## config.mk

```make
export PLATFORM = sky130hd
export DESIGN_NAME = arpm_queue
export DESIGN_NICKNAME = d
export VERILOG_FILES = /design/src/rtl/arpm_pkg.sv /design/src/rtl/arpm_queue.sv
export SDC_FILE = /design/constraint.sdc
export NUM_CORES = 1
export LEC_CHECK = 0
export BUFFER_PORTS_ARGS = -buffer_cell sky130_fd_sc_hd__buf_2
export CAP_MARGIN = 20
export CORE_MARGIN = 2
export CORE_UTILIZATION = 30
export DETAILED_ROUTE_END_ITERATION = 8
export GPL_ROUTABILITY_DRIVEN = 0
export PLACE_DENSITY = 0.57
export SLEW_MARGIN = 30
export SYNTH_ARGS = -nofsm -noshare
export SYNTH_HDL_FRONTEND = slang
export SYNTH_SLANG_ARGS = --single-unit
```

## constraint.sdc

```tcl
create_clock -name clk -period 6.62 [get_ports clk]
set_input_delay 0.662 -clock clk [delete_from_list [all_inputs] [get_ports clk]]
set_output_delay 0.662 -clock clk [all_outputs]
set_load 0.01 [all_outputs]
```

## src/rtl/arpm_pkg.sv

```systemverilog
// shared types and constants for the arp ip/mac binding monitor
package arpm_pkg;

  localparam int TABLE_ENTRIES_DEF = 64;
  localparam int QUEUE_DEPTH       = 2;

  localparam logic [15:0] MIN_ARP_FRAME  = 16'd42;
  localparam logic [15:0] ETHER_KIND_ARP = 16'h0806;
  localparam logic [15:0] HW_KIND_ETHER  = 16'd1;
  localparam logic [15:0] ARP_OP_REQUEST = 16'd1;
  localparam logic [31:0] IP_ZERO        = 32'd0;

  typedef enum logic [1:0] {
    CMD_IGNORE = 2'd0,
    CMD_CLEAR  = 2'd1,
    CMD_SEARCH = 2'd2
  } cmd_t;

  typedef enum logic [2:0] {
    EV_IGNORED  = 3'd0,
    EV_LEARNED  = 3'd1,
    EV_SAME     = 3'd2,
    EV_CONFLICT = 3'd3,
    EV_FULL     = 3'd4,
    EV_CLEARED  = 3'd5
  } event_t;

  typedef enum logic [1:0] {
    S_IDLE = 2'd0,
    S_SCAN = 2'd1,
    S_EMIT = 2'd2
  } back_state_t;

  typedef struct packed {
    cmd_t        cmd;
    logic [31:0] ip;
    logic [47:0] mac;
  } q_entry_t;

endpackage

```

## src/rtl/arpm_queue.sv

```systemverilog
// short command queue between the front end and the table engine
module arpm_queue (
  input  logic               clk,
  input  logic               rst,
  input  logic               push,
  input  arpm_pkg::q_entry_t push_data,
  output logic               full,
  input  logic               pop,
  output logic               q_valid,
  output arpm_pkg::q_entry_t q_data
);

  localparam int PW = (arpm_pkg::QUEUE_DEPTH > 1) ? $clog2(arpm_pkg::QUEUE_DEPTH) : 1;
  localparam int CW = $clog2(arpm_pkg::QUEUE_DEPTH + 1);

  arpm_pkg::q_entry_t slots [arpm_pkg::QUEUE_DEPTH];
  logic [PW-1:0] wr_ptr;
  logic [PW-1:0] rd_ptr;
  logic [CW-1:0] fill;

  assign full    = (fill == CW'(arpm_pkg::QUEUE_DEPTH));
  assign q_valid = (fill != '0);
  assign q_data  = slots[rd_ptr];

  always_ff @(posedge clk) begin
    if (push) begin
      slots[wr_ptr] <= push_data;
    end
  end

  always_ff @(posedge clk) begin
    if (rst) begin
      wr_ptr <= '0;
      rd_ptr <= '0;
      fill   <= '0;
    end else begin
      if (push) begin
        wr_ptr <= (wr_ptr == PW'(arpm_pkg::QUEUE_DEPTH - 1)) ? '0 : wr_ptr + 1'b1;
      end
      if (pop) begin
        rd_ptr <= (rd_ptr == PW'(arpm_pkg::QUEUE_DEPTH - 1)) ? '0 : rd_ptr + 1'b1;
      end
      if (push && !pop) begin
        fill <= fill + 1'b1;
      end else if (pop && !push) begin
        fill <= fill - 1'b1;
      end
    end
  end

endmodule

```

Word-level counts from Yosys, hierarchy flattened
Memory sizes are Yosys's and may differ from the RTL's. A register that Yosys moved wholly into a read port is not among the register bits.
Cells that the tools add are included.
W data, S select, Z words.
{ "word_totals": {"register_bits": 4, "ram_bits": 164, "out_inout_bits": 84, "memories": 1} }
{ "op_classes": {"addsub": 4, "eq_ne": 1, "n_mux": 8, "n_reduce_logical": 6} }
{ "mem_list": {"columns": ["name", "depth", "word_bits", "rd", "rd_clocked_by_memory_dff", "wr", "line_no", "text"], "rows": [
  ["slots", 2, 82, 1, 1, 1, "arpm_queue.sv:16", "arpm_pkg::q_entry_t slots [arpm_pkg::QUEUE_DEPTH];"]
]} }
{ "op_table": {"columns": ["op", "n"], "rows": [
  ["$mux W1", 6],
  ["$mux W2", 2],
  ["$reduce_bool A2 Y1", 2],
  ["$add A1 B1 Y1 const B", 2],
  ["$add A2 B1 Y2 const B", 1],
  ["$eq A2 B2 Y1 const B", 1],
  ["$logic_and A1 B1 Y1", 2],
  ["$logic_not A1 Y1", 2],
  ["$sub A2 B1 Y2 const B", 1]
]} }

Depth between registers and ports, before layout
Gate-level depths: netlist (run 1).
{ "depth": {"word_depth": 4, "mapped_depth": 5, "ltp_nobuf": 5} }

Least setup slack after synthesis (run 1)
OpenSTA, ideal clock, no wires.
{ "synth_path": {"kind": "input-to-reg", "from": "input push", "to": "memory slots[0][0] (netlist bit), enable pin", "arrival_time_ns": 4.245, "slack_ns": 1.842, "cell_stages": 1, "path_buffers": 0, "cell_sequence": "nor2b_1"} }
{ "synth_between": {"elab_chain_cells": 2} }
{ "synth_rtl": {"columns": ["element", "line_no", "text"], "rows": [
  ["start, declared", "arpm_queue.sv:5", "input logic push,"],
  ["$mux W1", "arpm_queue.sv:26", "if (push) begin"],
  ["$mux W1 (not written as such)", "arpm_queue.sv:27", "slots[wr_ptr] <= push_data;"],
  ["end, declared", "arpm_queue.sv:16", null]
]} }
Every way passes these cells.

==> results of run 1 <==
layout by cell type (no fill, tap or decap):
| master | count |
|---|---|
| clkinvlp_4 | 2 |
| buf_4 | 2 |
| nor2_1 | 4 |
| dfxtp_1 | 4 |
| mux2_2 | 82 |
| clkinv_1 | 1 |
| nor2b_4 | 1 |
| clkinv_2 | 1 |
| and2b_2 | 1 |
| bufinv_16 | 3 |
| or2_2 | 1 |
| buf_2 | 169 |
| or3_1 | 1 |
| clkinv_4 | 1 |
| xor2_1 | 2 |
| inv_6 | 6 |
| inv_8 | 1 |
| edfxtp_1 | 164 |
| inv_1 | 1 |
| a21oi_1 | 1 |
| buf_16 | 3 |
| and2_4 | 1 |
| xnor2_1 | 2 |
| dfxtp_4 | 1 |
| ha_1 | 1 |
| o21ai_0 | 1 |
| clkbuf_16 | 17 |
critical path: stages, from the launching register on:
cell	delay, ns
dfxtp_4	0.71
buf_16	0.30
mux2_2	0.38
buf_2	0.14
metrics by stage:
stage	cell area, um2	worst slack (ns)	cells	util	hold WS, ns
final	7970	3.95	744	0.395	0.423
after floorplan	6160	1.84	277	-	0.456
after detailed placement	7350	4.20	712	0.365	0.506
after global placement	7270	3.75	709	0.360	0.476
after global routing	7970	3.83	744	0.395	0.397
after CTS	7970	3.88	744	0.395	0.398
how the worst max path moves through the flow:
stage,cells past startpoint,start,slack [ns],endpoint
2_1_floorplan,1,push,1.84,slots[0][0]$_DFFE_PP_
3_3_place_gp,3,push,3.75,slots[0][51]$_DFFE_PP_
3_5_place_dp,3,push,4.20,slots[1][59]$_DFFE_PP_
4_1_cts,3,register,3.88,q_data[47]
5_1_grt,3,register,3.83,q_data[40]
6_report,3,register,3.95,q_data[47]
sequential cells by signal, summed over array words and instances (netlist names), named ones only:
name,cells
wr_ptr,1
fill,2
rd_ptr,1
slots,164
area by class of cell:
cell class	count	area, um2	area share
clock inverters	15	186	0.0234
repair buffers	174	943	0.118
flip-flops and latches	169	5030	0.631
clock buffers	17	425	0.0534
multi-input cells	98	1040	0.131
inverters	1	3.75	0.000471
well taps	270	338	0.0424
routing by layer:
metal  vias to the layer above  wire length (um)
met5                         -                 0
met4                         0                76
li1                       1463                 -
met2                       102              5990
met3                         4               828
met1                      1566              4580
power breakdown:
group / switching, uW / internal [uW] / leakage, uW / total [uW]
combinational: 128 / 125 / 0.00108 / 253
clock: 422 / 602 / 0.000295 / 1020
sequential: 24.4 / 1250 / 0.00158 / 1270
cell families after synthesis:
logic type	Yosys count
simple gates	9
fa+ha+maj	1
compound gates	2
mux	82
buf+inv	10
xor+xnor	4
flops	169
==> results.txt, run 1 <==
outcome: finished, final reports clean
Diodes inserted: 0
post-synthesis mux area share: 0.150
vias per cell: 4.21
Worst R2R Path Depth: 2
hold_sp: push_data[57]
routed vias: 3135
CTS clock-pin slew for the worst setup and hold paths: 0.07 ns
Adder-Cell Fraction of Synth Area: 0.00203
nets@finish: 548
critical path class: register to output pin
total global-route track usage: 0.108
CTS buffer count: 17
GR Layer Usage met1: 0.118
H-tree depth: 4
CTS Hold Bufs: 0
Slew HR: 0.585
vias in the first global route: 3455
hold path depth: 1
largest net degree at the start of global routing: 45
CTS sink cnt: 169
worst r2r dst: slots[1][14]$_DFFE_PP_
PostCTS Resize Cnt: 0
postcts setup bufs: 0
Max Cap Violations: 0
met2 Use GR: 0.189
reg2reg setup slack: 4.64 ns
Syn-to-layout area delta: 29.4%
synth cell count leaders: edfxtp_1, mux2_2, buf_6
Final period util: 0.403
busiest grt layer: met2
Clock Skew: 0.0166 ns
DR iter-0 viols: 99
top cells by area, synth: edfxtp_1, mux2_2, dfxtp_1
Hold Crit Endpoint: slots[1][57]$_DFFE_PP_
Worst VDD drop: 168 uV
#FFs+latches synth: 169
compound-gate portion of the synthesized area: 0.00163
synthesized instance count: 277
layout cells sized above 1: 0.616
TritonCTS clock tree: built
row cnt: 52
drt total wl: 11500 um
simple-gate area share of the yosys netlist: 0.00793
Final min period: 2.67 ns
RSZ-0062 raised after global routing: no
Die ar.: 21700 um2
Final HPWL DP: 7610 um
ys async rst share: 0
setup TNS: 0 ns
endpoints failing hold: 0
Core Box Area: 20200 um2
DRT Pass-1 Iters: 4
post-DR wirelength/cell: 15.4 um
Worst-Margin Slew: 0.622 ns
WP data required: 5.96 ns
Synth Area per Inst: 22.2 um2
post-synthesis cell type count: 17
Max Clock Freq: 375 MHz
GR Util met3: 0.0425
setup violators final: 0
Post-synth EDFFs: 164
clk root buf: clkbuf_16
Initial Util: 0.305
total power: 2550 uW
register area share after synthesis: 0.816
Synth area leader: edfxtp_1
fill count: 1884
leakage: 0.00296 uW
WP data arrival: 2.01 ns
Critical Path End Type: output pin
initial antenna violation count: 0
crit-path max FO: 44
final global-route overflow total: 0
first-pass GRT wire length: 17800 um
Yosys top cell area share: 0.800
HP Class: primary input to register
clock latency on the worst-skew pair: 0.42 ns
DRC viols: 0
Reg-to-Reg Start: wr_ptr$_SDFFE_PP0P_
PwrDens: 320 nW/um2
CP Launch Type: register
top-count cell post-synth: edfxtp_1
width of the die: 147 um
Cell Area, Synth: 6160 um2
Die Span Y: 147 um
xor and xnor fraction of the mapped netlist area: 0.00569
combinational family with the most area after synthesis: multiplexers
Mapped Nets: 364
I/O pins: 170
number of routed nets with antenna violations: 0
Port Buffers: 169
main flop type after synthesis: edfxtp_1
Slew Viols, Final: 0
number of synthesis warnings: 0
Clock Tree Buf Depth: 2
Note: power is estimated with default switching activity, not from simulation.
==> run 2: changes to the inputs <==
==> constraint.sdc (replaced) <==
create_clock -name clk -period 2.7 [get_ports clk]
set_input_delay 0.27 -clock clk [delete_from_list [all_inputs] [get_ports clk]]
set_output_delay 0.27 -clock clk [all_outputs]
set_load 0.01 [all_outputs]
==> results.txt, run 2 (synthesis gave the netlist of run 1 again) <==
PwrDens: 786 nW/um2
Core Box Area: 20200 um2
Most flops, register: slots
Port Buffers: 169
Worst R2R Path Depth: 2
first-pass GRT wire length: 18200 um
most frequent cells in the layout: buf_2, edfxtp_1, mux2_2
met3 wire length: 613 um
CP max-delay cell: dfxtp_4
hold path depth: 1
vias per cell: 4.19
HP Class: primary input to register
fill count: 1894
setup TNS: 0 ns
setup violators final: 0
outcome: finished, final reports clean
row cnt: 52
DRT Pass-1 Iters: 4
DR iter-0 viols: 106
routed vias: 3118
Switching Fraction: 0.225
initial antenna violation count: 0
Worst VDD drop: 398 uV
clock latency on the worst-skew pair: 0.41 ns
largest net degree at the start of global routing: 54
width of the die: 147 um
H-tree depth: 4
Diodes inserted: 0
total global-route track usage: 0.111
combinational share of power: 0.100
CTS clock-pin slew for the worst setup and hold paths: 0.07 ns
Critical Path End Type: output pin
Max Clock Freq: 480 MHz
drt total wl: 11700 um
I/O pins: 170
CTS Hold Bufs: 0
highest routed layer: met4
endpoints failing hold: 0
biggest regs: slots x164, fill x2
Initial Util: 0.305
vias in the first global route: 3469
nets@finish: 548
layout cells sized above 1: 0.616
clk root buf: clkbuf_16
Clock Skew: 0.00611 ns
Die Span Y: 147 um
Worst-Margin Slew: 0.739 ns
reg2reg setup slack: 1.04 ns
placed cell count: 712
Slew HR: 0.508
Clock Tree Buf Depth: 2
met2 WL: 6030 um
max reg flops: 164
WP data required: 2.43 ns
Max Cap Violations: 0
post-DR wirelength/cell: 15.7 um
critical path class: register to output pin
final global-route overflow total: 0
M1 WL: 4910 um
number of routed nets with antenna violations: 0
switching power: 1400 uW
postcts setup bufs: 0
leakage: 0.00294 uW
post-route insts no fill: 744
WP data arrival: 1.81 ns
TritonCTS clock tree: built
CTS buffer count: 17
CP Launch Type: register
crit-path max FO: 22
Worst path max stage delay: 0.50 ns
DRC viols: 0
Buf/Inv on CP: 2
cell breakdown of the critical path: buf_4 > mux2_2 > buf_2
Internal: 4830 uW
CTS sink cnt: 169
most common cell after layout, fill and taps aside: buf_2
share of total power in the clock network: 0.402
Slew Viols, Final: 0
Final min period: 2.08 ns
Die ar.: 21700 um2
RSZ-0062 raised after global routing: no
critical path depth: 3
Syn-to-layout area delta: 28.9%
sequential share of power: 0.498
Final period util: 0.772
Final HPWL DP: 7600 um
cell family with most CP delay: flip-flops
PostCTS Resize Cnt: 0
-- run 2: cell types whose count changed in the layout (fill, tap and decap cells not counted) --
cell / previous run / this run
buf_12: 0 / 2
buf_16: 3 / 0
buf_4: 2 / 3
clkinv_4: 1 / 2
inv_6: 6 / 4
inv_8: 1 / 2
-- run 2: layout make-up --
class                           instances  area [um2]  share of cell area
Sequential cell                       169        5030               0.634
Multi-Input combinational cell         98        1040               0.131
Timing Repair Buffer                  174         908               0.115
Clock buffer                           17         425              0.0536
Tap cell                              270         338              0.0426
Clock inverter                         15         189              0.0238
Inverter                                1        3.75            0.000473
-- run 2: power groups by stage --
stage          Combinational [uW]  Clock, uW  Sequential [uW]
6_report                      623       2510             3110
5_1_grt                       681       2720             3120
4_1_cts                       639       2600             3110
3_5_place_dp                  635          0             3170
3_3_place_gp                  623          0             3160
2_1_floorplan                 378          0             3140
-- run 2: layer usage --
metal,vias to the layer above,track usage
li1,1466,-
met1,1549,0.129
met2,96,0.195
met3,7,0.0354
met4,0,0.0375
met5,-,0
-- run 2: worst paths after layout --
| check | startpoint | end |
|---|---|---|
| worst min-delay path | push_data[1] | slots[0][1]$_DFFE_PP_ |
| worst max register to register | wr_ptr$_SDFFE_PP0P_ | slots[1][19]$_DFFE_PP_ |
| worst max-delay path | register | q_data[37] |
| worst min register to register | fill[1]$_SDFFE_PP0P_ | fill[1]$_SDFFE_PP0P_ |
-- run 2: stage by stage --
step                hold WS [ns]   util  area, um2  total power [uW]  setup WS (ns)
finish                    0.0429  0.393       7930              6240          0.617
global route              0.0134  0.393       7930              6520          0.511
CTS                       0.0173  0.393       7930              6350          0.568
detailed placement         0.461  0.363       7320              3800           1.03
global placement           0.459  0.363       7320              3780           1.08
floorplan                  0.339      -       6160              3520          0.717
