### config.mk
export PLATFORM = sky130hd
export DESIGN_NAME = arpm_front
export DESIGN_NICKNAME = d
export VERILOG_FILES = /design/src/rtl/arpm_pkg.sv /design/src/rtl/arpm_front.sv
export SDC_FILE = /design/constraint.sdc
export NUM_CORES = 1
export LEC_CHECK = 0
export ABC_AREA = 0
export BUFFER_PORTS_ARGS = -buffer_cell sky130_fd_sc_hd__buf_2
export CAP_MARGIN = 5
export CORE_AREA = 3 3 94 96
export DETAILED_ROUTE_END_ITERATION = 10
export DIE_AREA = 0 0 97 99
export SLEW_MARGIN = 20
export SYNTH_ARGS = -nofsm -noshare
export SYNTH_HDL_FRONTEND = slang
export SYNTH_SLANG_ARGS = --single-unit
### constraint.sdc
create_clock -name vclk -period 2.4
set_clock_uncertainty 0.05 [all_clocks]
set_input_delay 0.36 -clock vclk [all_inputs]
set_output_delay 0.36 -clock vclk [all_outputs]
set_load 0.01 [all_outputs]
### src/rtl/arpm_pkg.sv
// shared types and constants for the arp ip/mac binding monitor
package arpm_pkg;

  localparam int TABLE_ENTRIES_DEF = 64;
  localparam int QUEUE_DEPTH       = 2;

  localparam logic [15:0] MIN_ARP_FRAME  = 16'd42;
  localparam logic [15:0] ETHER_KIND_ARP = 16'h0806;
  localparam logic [15:0] HW_KIND_ETHER  = 16'd1;
  localparam logic [15:0] ARP_OP_REQUEST = 16'd1;
  localparam logic [31:0] IP_ZERO        = 32'd0;

  typedef enum logic [1:0] {
    CMD_IGNORE = 2'd0,
    CMD_CLEAR  = 2'd1,
    CMD_SEARCH = 2'd2
  } cmd_t;

  typedef enum logic [2:0] {
    EV_IGNORED  = 3'd0,
    EV_LEARNED  = 3'd1,
    EV_SAME     = 3'd2,
    EV_CONFLICT = 3'd3,
    EV_FULL     = 3'd4,
    EV_CLEARED  = 3'd5
  } event_t;

  typedef enum logic [1:0] {
    S_IDLE = 2'd0,
    S_SCAN = 2'd1,
    S_EMIT = 2'd2
  } back_state_t;

  typedef struct packed {
    cmd_t        cmd;
    logic [31:0] ip;
    logic [47:0] mac;
  } q_entry_t;

endpackage

### src/rtl/arpm_front.sv
// front end: accepts frame beats and classifies them into table commands
module arpm_front (
  input  logic              item_valid,
  output logic              item_stall,
  input  logic              func,
  input  logic [15:0]       frame_length,
  input  logic [15:0]       captured_length,
  input  logic [15:0]       ether_kind,
  input  logic [15:0]       hardware_kind,
  input  logic [15:0]       arp_operation,
  input  logic [31:0]       sender_ip,
  input  logic [47:0]       sender_mac,
  input  logic              q_full,
  output logic              push,
  output arpm_pkg::q_entry_t push_data
);

  logic is_request;

  assign is_request = (frame_length >= arpm_pkg::MIN_ARP_FRAME) &&
                      (captured_length >= arpm_pkg::MIN_ARP_FRAME) &&
                      (ether_kind == arpm_pkg::ETHER_KIND_ARP) &&
                      (hardware_kind == arpm_pkg::HW_KIND_ETHER) &&
                      (arp_operation == arpm_pkg::ARP_OP_REQUEST) &&
                      (sender_ip != arpm_pkg::IP_ZERO);

  assign item_stall = q_full;
  assign push       = item_valid && !q_full;

  always_comb begin
    push_data.ip  = sender_ip;
    push_data.mac = sender_mac;
    if (func) begin
      push_data.cmd = arpm_pkg::CMD_CLEAR;
    end else if (is_request) begin
      push_data.cmd = arpm_pkg::CMD_SEARCH;
    end else begin
      push_data.cmd = arpm_pkg::CMD_IGNORE;
    end
  end

endmodule

# Word level (Yosys, flattened, before mapping)
# Cells that the tools add are included.
# totals
ff_bits,0
output_inout_bits,84
inputBits,163
wordCells,15
# classes
order_cmp,2
muxes,2
n_reduce_logical,8
eq_ne,3
# ops
op,n
$eq 16x1->1 const B,2
$ge 16x6->1 const B,2
$reduce_bool 32->1,1
$eq 16x12->1 const B,1
$logic_and 1x1->1,6
$mux 2,2
$logic_not 1->1,1

# Longest topological paths before layout
# Gate-level depths: netlist (run 1).
# depth
ltp_word,8
mapped_depth,4
ltp_nobuf,4

# Worst setup path before layout (run 1)
# No wires, ideal clock.
# synth_path
path_type,input -> output
from,input port arp_operation[9]
to,output port push_data[81] in the netlist's numbering
slack_ns,0.768
stages,4
required_time_ns,1.990
arrival_time_ns,1.222
n_path_buf,0
path_cell_list,nor4_1 > nand4_1 > nor4_1 > and4b_1
# synth_rtl
element,line,source
start: declaration,arpm_front.sv:10,"input logic [15:0] arp_operation,"
end: declaration,arpm_front.sv:15,output arpm_pkg::q_entry_t push_data

==> impl_metrics.sql, run 1 <==
INSERT INTO impl_metrics (metric_group, metric, value, unit) VALUES
('layout', 'num-fill-cells', '956', ''),
('power', 'power.share.switching', '0.408', ''),
('place', 'dp.final_hpwl', '3880', 'µm'),
('setup_path', 'slowest_stage', 'sky130_fd_sc_hd__nor4_1', ''),
('detailed_routing', 'drt_first_pass_iters', '3', ''),
('sta', 'maxSlewViolCount', '0', ''),
('detailed_routing', 'detail_route.drc_violations', '0', ''),
('global_route', 'number_of_antenna_violations_at_the_first_check_in_global_routing', '1', ''),
('global_route', 'overflow', '0', ''),
('power', 'clock_power_share', '0', ''),
('detailed_routing', 'metal_1_wl', '977', 'µm'),
('sta', 'setup_viol_count_final', '0', ''),
('synthesis', 'synth_top_area_cell', 'sky130_fd_sc_hd__buf_4', ''),
('synthesis', 'synthesis.instances', '125', ''),
('sta', 'fin_crit', '2.13', 'ns'),
('synthesis', 'synth_area_per_cell', '7.19', 'µm²'),
('floorplanning', 'die-area', '9600', 'µm²'),
('layout', 'layoutNonFillerInstCount', '299', ''),
('cts', 'post_cts_hold_fix_bufs', '0', ''),
('layout', 'seq_cells', '0', ''),
('worst_hold_path', 'hold_path.class', 'in2out', ''),
('place', 'globalplace.congestion', '0.789', ''),
('layout', 'post-route-util', '0.144', ''),
('place', 'port_buffers', '149', ''),
('global_route', 'grt_max_degree', '3', ''),
('detailed_routing', 'first_iter_violations', '5', ''),
('setup_path', 'cpPeakStageDelay', '0.32', 'ns'),
('setup_path', 'critPathCaptureType', 'output port', ''),
('floorplanning', 'start_util', '0.110', ''),
('floorplanning', 'placementRows', '33', ''),
('synthesis', 'synth.distinct_cells', '13', ''),
('synthesis', 'synth.top_cells.by_area', 'sky130_fd_sc_hd__buf_4 (69%), sky130_fd_sc_hd__nor4_1 (13%), sky130_fd_sc_hd__nand4_1 (4.2%)', ''),
('layout', 'area_delta_synth_final', '30.2', '%'),
('global_route', 'grt_util_all_layers', '0.0728', ''),
('sta', 'finalCritPeriodShare', '0.886', ''),
('sta', 'max_freq', '470', 'MHz'),
('power', 'combinationalPowerShare', '1.000', ''),
('synthesis', 'synth.top_cell.area_share', '0.685', ''),
('power', 'relative_contribution_of_sequential_cells_to_total_power', '0', ''),
('layout', 'final_net_count', '358', ''),
('power', 'peakVddDrop', '0.0302', 'mV'),
('detailed_routing', 'detail_route.wl_per_cell', '13.4', 'µm'),
('setup_path', 'crit_fanout', '1', ''),
('sta', 'worst_slew_pin_slew', '0.376', 'ns'),
('run', 'timing.max_cap.violations', '0', ''),
('setup_path', 'crit_path_cell_trace', 'buf_2 -> nor4b_1 -> nand3_1 -> nor4_1 -> buf_4 -> and4b_1 -> buf_2', ''),
('detailed_routing', 'top_signal_layer_used', 'met4', ''),
('outcome', 'run_status', 'finished clean', ''),
('detailed_routing', 'met2WireLength', '2200', 'µm'),
('global_route', 'grt_pass1_wl', '5690', 'µm'),
('layout', 'ff_latch_area', '0', 'µm²'),
('sta', 'final_hold_violations', '0', ''),
('setup_path', 'timing.critical_path.arrival', '1.72', 'ns'),
('detailed_routing', 'drt-vias-per-instance', '3.64', ''),
('global_route', 'number_of_global_route_vias_before_repair', '1108', ''),
('floorplanning', 'io_pins', '247', ''),
('power', 'powerDensity', '135', 'nW/µm²'),
('layout', 'final_layout_size_suffix_gt1_frac', '0.788', ''),
('setup_path', 'timing.critical_path.mode_cell', 'sky130_fd_sc_hd__buf_2', ''),
('sta', 'setup_tns', '0', 'ns'),
('sta', 'relSlewSlack', '0.747', ''),
('power', 'internal-power', '93.6', 'µW'),
('synthesis', 'postSynthNetCount', '288', ''),
('worst_hold_path', 'hold_wc_startpoint', 'sender_mac[27]', ''),
('cts', 'postCtsResizedCells', '0', ''),
('detailed_routing', 'route.vias.total', '1087', ''),
('detailed_routing', 'dr_wl_met3', '726', 'µm'),
('setup_path', 'worst-endpoint-required', '1.99', 'ns'),
('power', 'total_switching_power', '64.4', 'µW'),
('synthesis', 'combined_area_of_all_synthesized_cells', '898', 'µm²'),
('place', 'placedCellCount', '298', '');
==> path summary, 6_finish.rpt <==
kind	cells after the start	end	slack, ns
max	7	push_data[81]	0.27
min	0	push_data[27]	0.67
==> cell families after synthesis <==
family / after synthesis / share of synthesized area
buffers and inverters: 82 / 0.685
AND/OR/NAND/NOR: 39 / 0.287
AO/OA/AOI/OAI: 4 / 0.0279
==> layer usage <==
layer,track usage,up-vias
li1,-,500
met1,0.0575,436
met2,0.150,143
met3,0.0375,8
met4,0.0238,0
met5,0,-
==> power by group through the flow <==
stage / clock network, µW / registers (µW) / logic, µW
after floorplan: 0 / 0 / 155
after global routing: 0.0000557 / 0 / 176
after CTS: 0 / 0 / 160
after detailed placement: 0 / 0 / 159
after global placement: 0 / 0 / 157
final: 0.0000558 / 0 / 158
==> layout by cell type, fill, tap and decap left out <==
cell type and n:
sky130_fd_sc_hd__nor3_1 1, sky130_fd_sc_hd__diode_2 1, sky130_fd_sc_hd__nand2_1 1, sky130_fd_sc_hd__buf_4 1, sky130_fd_sc_hd__buf_2 149, sky130_fd_sc_hd__o21a_1 2
sky130_fd_sc_hd__nor4b_1 3, sky130_fd_sc_hd__o21ai_0 2, sky130_fd_sc_hd__nor2b_1 1, sky130_fd_sc_hd__nor4b_2 2, sky130_fd_sc_hd__nor4_1 19, sky130_fd_sc_hd__nand3_1 1
sky130_fd_sc_hd__nor2_1 4, sky130_fd_sc_hd__nand4_1 6, sky130_fd_sc_hd__and4b_1 1
==> synth_stat cells <==
cell,number
sky130_fd_sc_hd__nor4b_1,3
sky130_fd_sc_hd__nand2_1,1
sky130_fd_sc_hd__nor3_1,1
sky130_fd_sc_hd__nand3_1,1
sky130_fd_sc_hd__o21ai_0,2
sky130_fd_sc_hd__nor2_1,4
sky130_fd_sc_hd__nor4b_2,2
sky130_fd_sc_hd__nor2b_1,1
sky130_fd_sc_hd__buf_4,82
sky130_fd_sc_hd__o21a_1,2
sky130_fd_sc_hd__nor4_1,19
sky130_fd_sc_hd__and4b_1,1
sky130_fd_sc_hd__nand4_1,6
==> per-stage QoR <==
step | setup slack [ns] | total power, µW | hold WS [ns] | area (µm²)
global placement | 0.295 | 157 | 0.670 | 1170
global route | 0.127 | 176 | 0.670 | 1170
CTS | 0.188 | 160 | 0.670 | 1170
floorplan | 0.768 | 155 | 0.716 | 898
detailed placement | 0.198 | 159 | 0.670 | 1170
finish | 0.274 | 158 | 0.670 | 1170
==> final cells by class <==
class / instances / area [µm²] / area share
multi-input cells: 43 / 283 / 0.242
repair buffers: 150 / 753 / 0.644
diodes: 1 / 2.50 / 0.00214
well taps: 105 / 131 / 0.112
Power figures use the tool's default switching activity.
==> run 2, diff against run 1 <==
--- a/config.mk
+++ b/config.mk
@@ -8,9 +8,12 @@
 export ABC_AREA = 0
 export BUFFER_PORTS_ARGS = -buffer_cell sky130_fd_sc_hd__buf_2
 export CAP_MARGIN = 5
-export CORE_AREA = 3 3 94 96
+export CELL_PAD_IN_SITES_DETAIL_PLACEMENT = 1
+export CELL_PAD_IN_SITES_GLOBAL_PLACEMENT = 1
+export CORE_MARGIN = 3
+export CORE_UTILIZATION = 11
 export DETAILED_ROUTE_END_ITERATION = 10
-export DIE_AREA = 0 0 97 99
+export PLACE_DENSITY_LB_ADDON = 0.1
 export SLEW_MARGIN = 20
 export SYNTH_ARGS = -nofsm -noshare
 export SYNTH_HDL_FRONTEND = slang
==> run 2 against run 1 <==
Combinational power about the same. Cell count down 1.7%. Non-clock buffer count down 1. Largest power group unchanged.
==> impl_metrics.sql, run 2 (synthesis results as in run 1) <==
INSERT INTO impl_metrics (metric_group, metric, value, unit) VALUES
('power', 'peakVddDrop', '0.0301', 'mV'),
('power', 'power', '160', 'µW'),
('detailed_routing', 'route.final.wire_length', '4140', 'µm'),
('setup_path', 'start_kind', 'primary input', ''),
('setup_path', 'worst-endpoint-required', '1.99', 'ns'),
('floorplanning', 'die_width', '96.4', 'µm'),
('floorplanning', 'die_h', '96.4', 'µm'),
('detailed_routing', 'detail_route.drc_violations', '0', ''),
('detailed_routing', 'drt-vias-per-instance', '3.58', ''),
('sta', 'worst_slew_pin_slew', '0.318', 'ns'),
('layout', 'final_net_count', '357', ''),
('layout', 'final_common_cell', 'sky130_fd_sc_hd__buf_2', ''),
('global_route', 'global_route.peak_usage_layer', 'met2', ''),
('floorplanning', 'die-area', '9290', 'µm²'),
('layout', 'antenna_diode_count', '0', ''),
('setup_path', 'slowest_stage', 'sky130_fd_sc_hd__nor4_1', ''),
('sta', 'setup_tns', '0', 'ns'),
('sta', 'final_hold_violations', '0', ''),
('place', 'dp.final_hpwl', '4030', 'µm'),
('layout', 'seq_cells', '0', ''),
('layout', 'most-common-layout-cells', 'sky130_fd_sc_hd__buf_2 (149), sky130_fd_sc_hd__nor4_1 (19), sky130_fd_sc_hd__nand4_1 (6)', ''),
('global_route', 'grt_max_degree', '3', ''),
('setup_path', 'crit_path_cell_trace', 'buf_2 -> nor4_1 -> nand4_1 -> nor4_1 -> and4b_1 -> buf_2', ''),
('layout', 'stdcell_area', '1160', 'µm²'),
('global_route', 'grt_pass1_wl', '5080', 'µm'),
('cts', 'cts_post_setup_buffers_inserted', '0', ''),
('detailed_routing', 'route.antenna.remaining_nets', '0', ''),
('layout', 'final.clkbuf_count', '0', ''),
('global_route', 'use_met2', '0.150', ''),
('cts', 'postCtsResizedCells', '0', ''),
('layout', 'area_delta_synth_final', '28.7', '%'),
('detailed_routing', 'first_iter_violations', '5', ''),
('sta', 'max_freq', '505', 'MHz'),
('sta', 'fin_crit', '1.98', 'ns'),
('place', 'port_buffers', '149', ''),
('place', 'globalplace.congestion', '0.646', ''),
('floorplanning', 'start_util', '0.115', ''),
('sta', 'relSlewSlack', '0.786', ''),
('global_route', 'number_of_global_route_vias_before_repair', '1114', ''),
('sta', 'maxSlewViolCount', '0', ''),
('global_route', 'overflow', '0', ''),
('layout', 'ff_latch_area', '0', 'µm²'),
('power', 'powerDensity', '138', 'nW/µm²'),
('run', 'timing.max_cap.violations', '0', ''),
('global_route', 'grt_util_met3', '0.0186', ''),
('detailed_routing', 'drt_first_pass_iters', '3', ''),
('sta', 'setup_viol_count_final', '0', ''),
('global_route', 'grt_util_all_layers', '0.0686', ''),
('outcome', 'run_status', 'finished clean', ''),
('setup_path', 'cpPeakStageDelay', '0.31', 'ns'),
('detailed_routing', 'detail_route.wl_per_cell', '14.1', 'µm'),
('power', 'p_leak', '0.000628', 'µW'),
('setup_path', 'crit_fanout', '1', ''),
('setup_path', 'critPathKind', 'in2out', ''),
('setup_path', 'critPathCaptureType', 'output port', ''),
('worst_hold_path', 'hold_path.class', 'in2out', ''),
('floorplanning', 'io_pins', '247', ''),
('floorplanning', 'placementRows', '32', ''),
('sta', 'finalCritPeriodShare', '0.825', ''),
('sta', 'rsz0062_at_grt', 'false', ''),
('detailed_routing', 'route.vias.total', '1052', ''),
('global_route', 'number_of_antenna_violations_at_the_first_check_in_global_routing', '0', ''),
('cts', 'post_cts_hold_fix_bufs', '0', ''),
('place', 'placedInstanceArea', '1160', 'µm²'),
('layout', 'final_layout_size_suffix_gt1_frac', '0.786', ''),
('global_route', 'use_met1', '0.0634', ''),
('setup_path', 'timing.critical_path.arrival', '1.57', 'ns'),
('floorplanning', 'core_area', '7810', 'µm²');
run 2: worst max-delay path, delay by kind of cell:
kind / cells / cell delay [ns]
AND/OR/NAND/NOR: 4 / 0.97
buffers and inverters: 2 / 0.22
run 2: layer usage:
metal / share of wire / vias to the layer above
li1: - / 497
met1: 0.28 / 421
met2: 0.53 / 124
met3: 0.18 / 10
met4: 0.0085 / 0
met5: 0 / -
run 2: area by class of cell:
cell class | instances | area, µm²
tap | 102 | 128
fill | 1000 | 6650
timing repair buffer | 149 | 746
multi-input combinational | 43 | 283
run 2: worst paths after layout:
path | startpoint | end | slack, ns | depth (start not counted)
max | ether_kind[6] | push_data[81] | 0.42 | 6
min | sender_mac[13] | push_data[13] | 0.67 | 0
run 2: stage by stage:
stage                     setup slack, ns   util  std cells  hold slack (ns)
after global placement              0.299  0.148        294            0.670
final                               0.421  0.148        294            0.670
after global routing                0.126  0.148        294            0.670
after detailed placement            0.316  0.148        294            0.670
after CTS                           0.316  0.148        294            0.670
after floorplan                     0.768      -        125            0.716
run 2: report_power, final:
group	switching [µW]	internal, µW
clock	0	0
sequential	0	0
combinational	66.1	93.6
==> run 3, diff against run 2 <==
--- a/config.mk
+++ b/config.mk
@@ -11,7 +11,7 @@
 export CELL_PAD_IN_SITES_DETAIL_PLACEMENT = 1
 export CELL_PAD_IN_SITES_GLOBAL_PLACEMENT = 1
 export CORE_MARGIN = 3
-export CORE_UTILIZATION = 11
+export CORE_UTILIZATION = 10
 export DETAILED_ROUTE_END_ITERATION = 10
 export PLACE_DENSITY_LB_ADDON = 0.1
 export SLEW_MARGIN = 20
==> constraint.sdc (replaced) <==
create_clock -name vclk -period 1.65
set_clock_uncertainty 0.05 [all_clocks]
set_input_delay 0.2475 -clock vclk [all_inputs]
set_output_delay 0.2475 -clock vclk [all_outputs]
set_load 0.01 [all_outputs]
==> run 3 against run 2 <==
The run now ends with negative setup slack left. Sequential share of layout area did not move. Core utilization increased by 0.26 points. Count of clock-buffer cells in the layout is the same. Design area is 10% higher. Largest cell class unchanged. Largest power group unchanged.
==> impl_metrics.sql, run 3 (synthesis results as in run 1) <==
INSERT INTO impl_metrics (metric_group, metric, value, unit) VALUES
('setup_path', 'critPathCaptureType', 'output port', ''),
('layout', 'antenna_diode_count', '0', ''),
('sta', 'setup_viol_count_final', '1', ''),
('layout', 'area_delta_synth_final', '41.9', '%'),
('power', 'peakVddDrop', '0.0413', 'mV'),
('layout', 'final_layout_size_suffix_gt1_frac', '0.824', ''),
('sta', 'final_hold_violations', '0', ''),
('worst_hold_path', 'hold_path_end', 'push_data[17]', ''),
('power', 'combinationalPowerShare', '1.000', ''),
('setup_path', 'timing.critical_path.arrival', '1.51', 'ns'),
('outcome', 'run_status', 'finished with violations', ''),
('global_route', 'overflow', '0', ''),
('layout', 'final_common_cell', 'sky130_fd_sc_hd__buf_2', ''),
('sta', 'maxSlewViolCount', '0', ''),
('layout', 'final_net_count', '358', ''),
('layout', 'final.clkbuf_count', '0', ''),
('power', 'clock_power_share', '0', ''),
('floorplanning', 'core_area', '8460', 'µm²'),
('layout', 'num-fill-cells', '1065', ''),
('sta', 'fin_crit', '1.81', 'ns'),
('worst_hold_path', 'worstHoldPathCells', '0', ''),
('floorplanning', 'placementRows', '33', ''),
('sta', 'setup_ws', '-0.160', 'ns'),
('setup_path', 'worst-endpoint-required', '1.35', 'ns'),
('global_route', 'grt_util_all_layers', '0.0630', ''),
('worst_hold_path', 'hold_path.class', 'in2out', ''),
('power', 'relative_contribution_of_sequential_cells_to_total_power', '0', ''),
('power', 'p_leak', '0.000673', 'µW'),
('run', 'timing.max_cap.violations', '0', ''),
('global_route', 'number_of_global_route_vias_before_repair', '1108', ''),
('setup_path', 'start_kind', 'primary input', ''),
('setup_path', 'slowest_stage', 'sky130_fd_sc_hd__nor4_4', ''),
('sta', 'finalCritPeriodShare', '1.10', ''),
('detailed_routing', 'first_iter_violations', '2', ''),
('floorplanning', 'die_width', '101', 'µm'),
('detailed_routing', 'route.final.wire_length', '4020', 'µm'),
('floorplanning', 'start_util', '0.106', ''),
('power', 'power.share.switching', '0.406', ''),
('floorplanning', 'io_pins', '247', ''),
('worst_hold_path', 'hold_wc_startpoint', 'sender_mac[17]', ''),
('layout', 'seq_cells', '0', ''),
('global_route', 'number_of_antenna_violations_at_the_first_check_in_global_routing', '0', ''),
('layout', 'most-common-layout-cells', 'sky130_fd_sc_hd__buf_2 (143), sky130_fd_sc_hd__nor4_1 (14), sky130_fd_sc_hd__nand4_1 (6), sky130_fd_sc_hd__buf_6 (6), sky130_fd_sc_hd__nor2_1 (4)', ''),
('place', 'placement.setup.worst_slack', '-0.501', 'ns'),
('detailed_routing', 'route.antenna.remaining_nets', '0', ''),
('sta', 'rsz0062_at_grt', 'true', ''),
('power', 'internal-power', '150', 'µW'),
('global_route', 'grt_max_degree', '3', ''),
('floorplanning', 'die_h', '101', 'µm'),
('floorplanning', 'die-area', '10200', 'µm²'),
('power', 'powerDensity', '198', 'nW/µm²'),
('layout', 'ff_latch_area', '0', 'µm²'),
('setup_path', 'crit_fanout', '1', ''),
('sta', 'setup_tns', '-0.160', 'ns'),
('detailed_routing', 'route.vias.total', '1123', ''),
('global_route', 'grt_pass1_wl', '5140', 'µm'),
('place', 'globalplace.congestion', '0.609', ''),
('cts', 'post_cts_hold_fix_bufs', '0', ''),
('setup_path', 'critPathKind', 'in2out', ''),
('sta', 'max_freq', '552', 'MHz'),
('power', 'total_switching_power', '103', 'µW'),
('setup_path', 'crit_path_cell_trace', 'buf_6 -> nor4b_4 -> nand4_1 -> nor4_4 -> and4b_1 -> buf_2', ''),
('detailed_routing', 'drt_first_pass_iters', '2', ''),
('detailed_routing', 'drt-vias-per-instance', '3.77', ''),
('sta', 'relSlewSlack', '0.795', ''),
('detailed_routing', 'detail_route.drc_violations', '0', ''),
('outcome', 'failing_checks', 'negative setup slack', ''),
('setup_path', 'cpPeakStageDelay', '0.32', 'ns'),
('detailed_routing', 'detail_route.wl_per_cell', '13.5', 'µm'),
('place', 'port_buffers', '149', ''),
('layout', 'post-route-util', '0.151', ''),
('sta', 'worst_slew_pin_slew', '0.304', 'ns');
[run 3: cell type report]
| type | count | area, µm² | share of cell area |
|---|---|---|---|
| timing repair buffer | 150 | 791 | 0.620 |
| multi-input combinational | 43 | 353 | 0.277 |
| tap | 105 | 131 | 0.103 |
[run 3: worst max path at each step]
stage / startpoint / endpoint / slack, ns
floorplan: arp_operation[9] / push_data[81] / 0.24
global route: hardware_kind[10] / push_data[81] / -0.26
detailed placement: ether_kind[0] / push_data[81] / -0.50
CTS: hardware_kind[11] / push_data[81] / -0.22
global placement: ether_kind[0] / push_data[81] / -0.44
finish: hardware_kind[10] / push_data[81] / -0.16
[run 3: what timing repair did]
| item | in CTS | in global routing |
|---|---|---|
| pin swaps | 6 | 6 |
| gates resized for setup | 12 | 5 |
| buffers inserted | 0 | 0 |
| setup endpoints to repair | 1 | 1 |
| hold endpoints to repair | 0 | 0 |
[run 3: power by group through the flow]
stage | logic (µW) | clock network, µW | registers, µW
finish | 253 | 0 | 0
floorplan | 225 | 0 | 0
global placement | 239 | 0 | 0
CTS | 253 | 0 | 0
global route | 278 | 0 | 0
detailed placement | 237 | 0 | 0
[run 3: worst max-delay path: cells and delay by family]
family,cells,cell delay (ns)
simple gates,4,1.03
buf+inv,2,0.23
[run 3: per-stage QoR]
stage / total power (µW) / instance area, µm² / cells / hold WS (ns)
2_1_floorplan: 225 / 898 / 125 / 0.491
3_3_place_gp: 239 / 1170 / 299 / 0.445
3_5_place_dp: 237 / 1170 / 299 / 0.445
4_1_cts: 253 / 1250 / 298 / 0.445
5_1_grt: 278 / 1270 / 298 / 0.445
6_report: 253 / 1270 / 298 / 0.445
[run 3: per-layer routing]
metal  part of all wire  global-route usage  wire length [µm]
met5                  0                   0                 0
met2               0.56               0.141              2250
met4             0.0090             0.00725                36
met3               0.19              0.0256               775
met1               0.24              0.0492               960
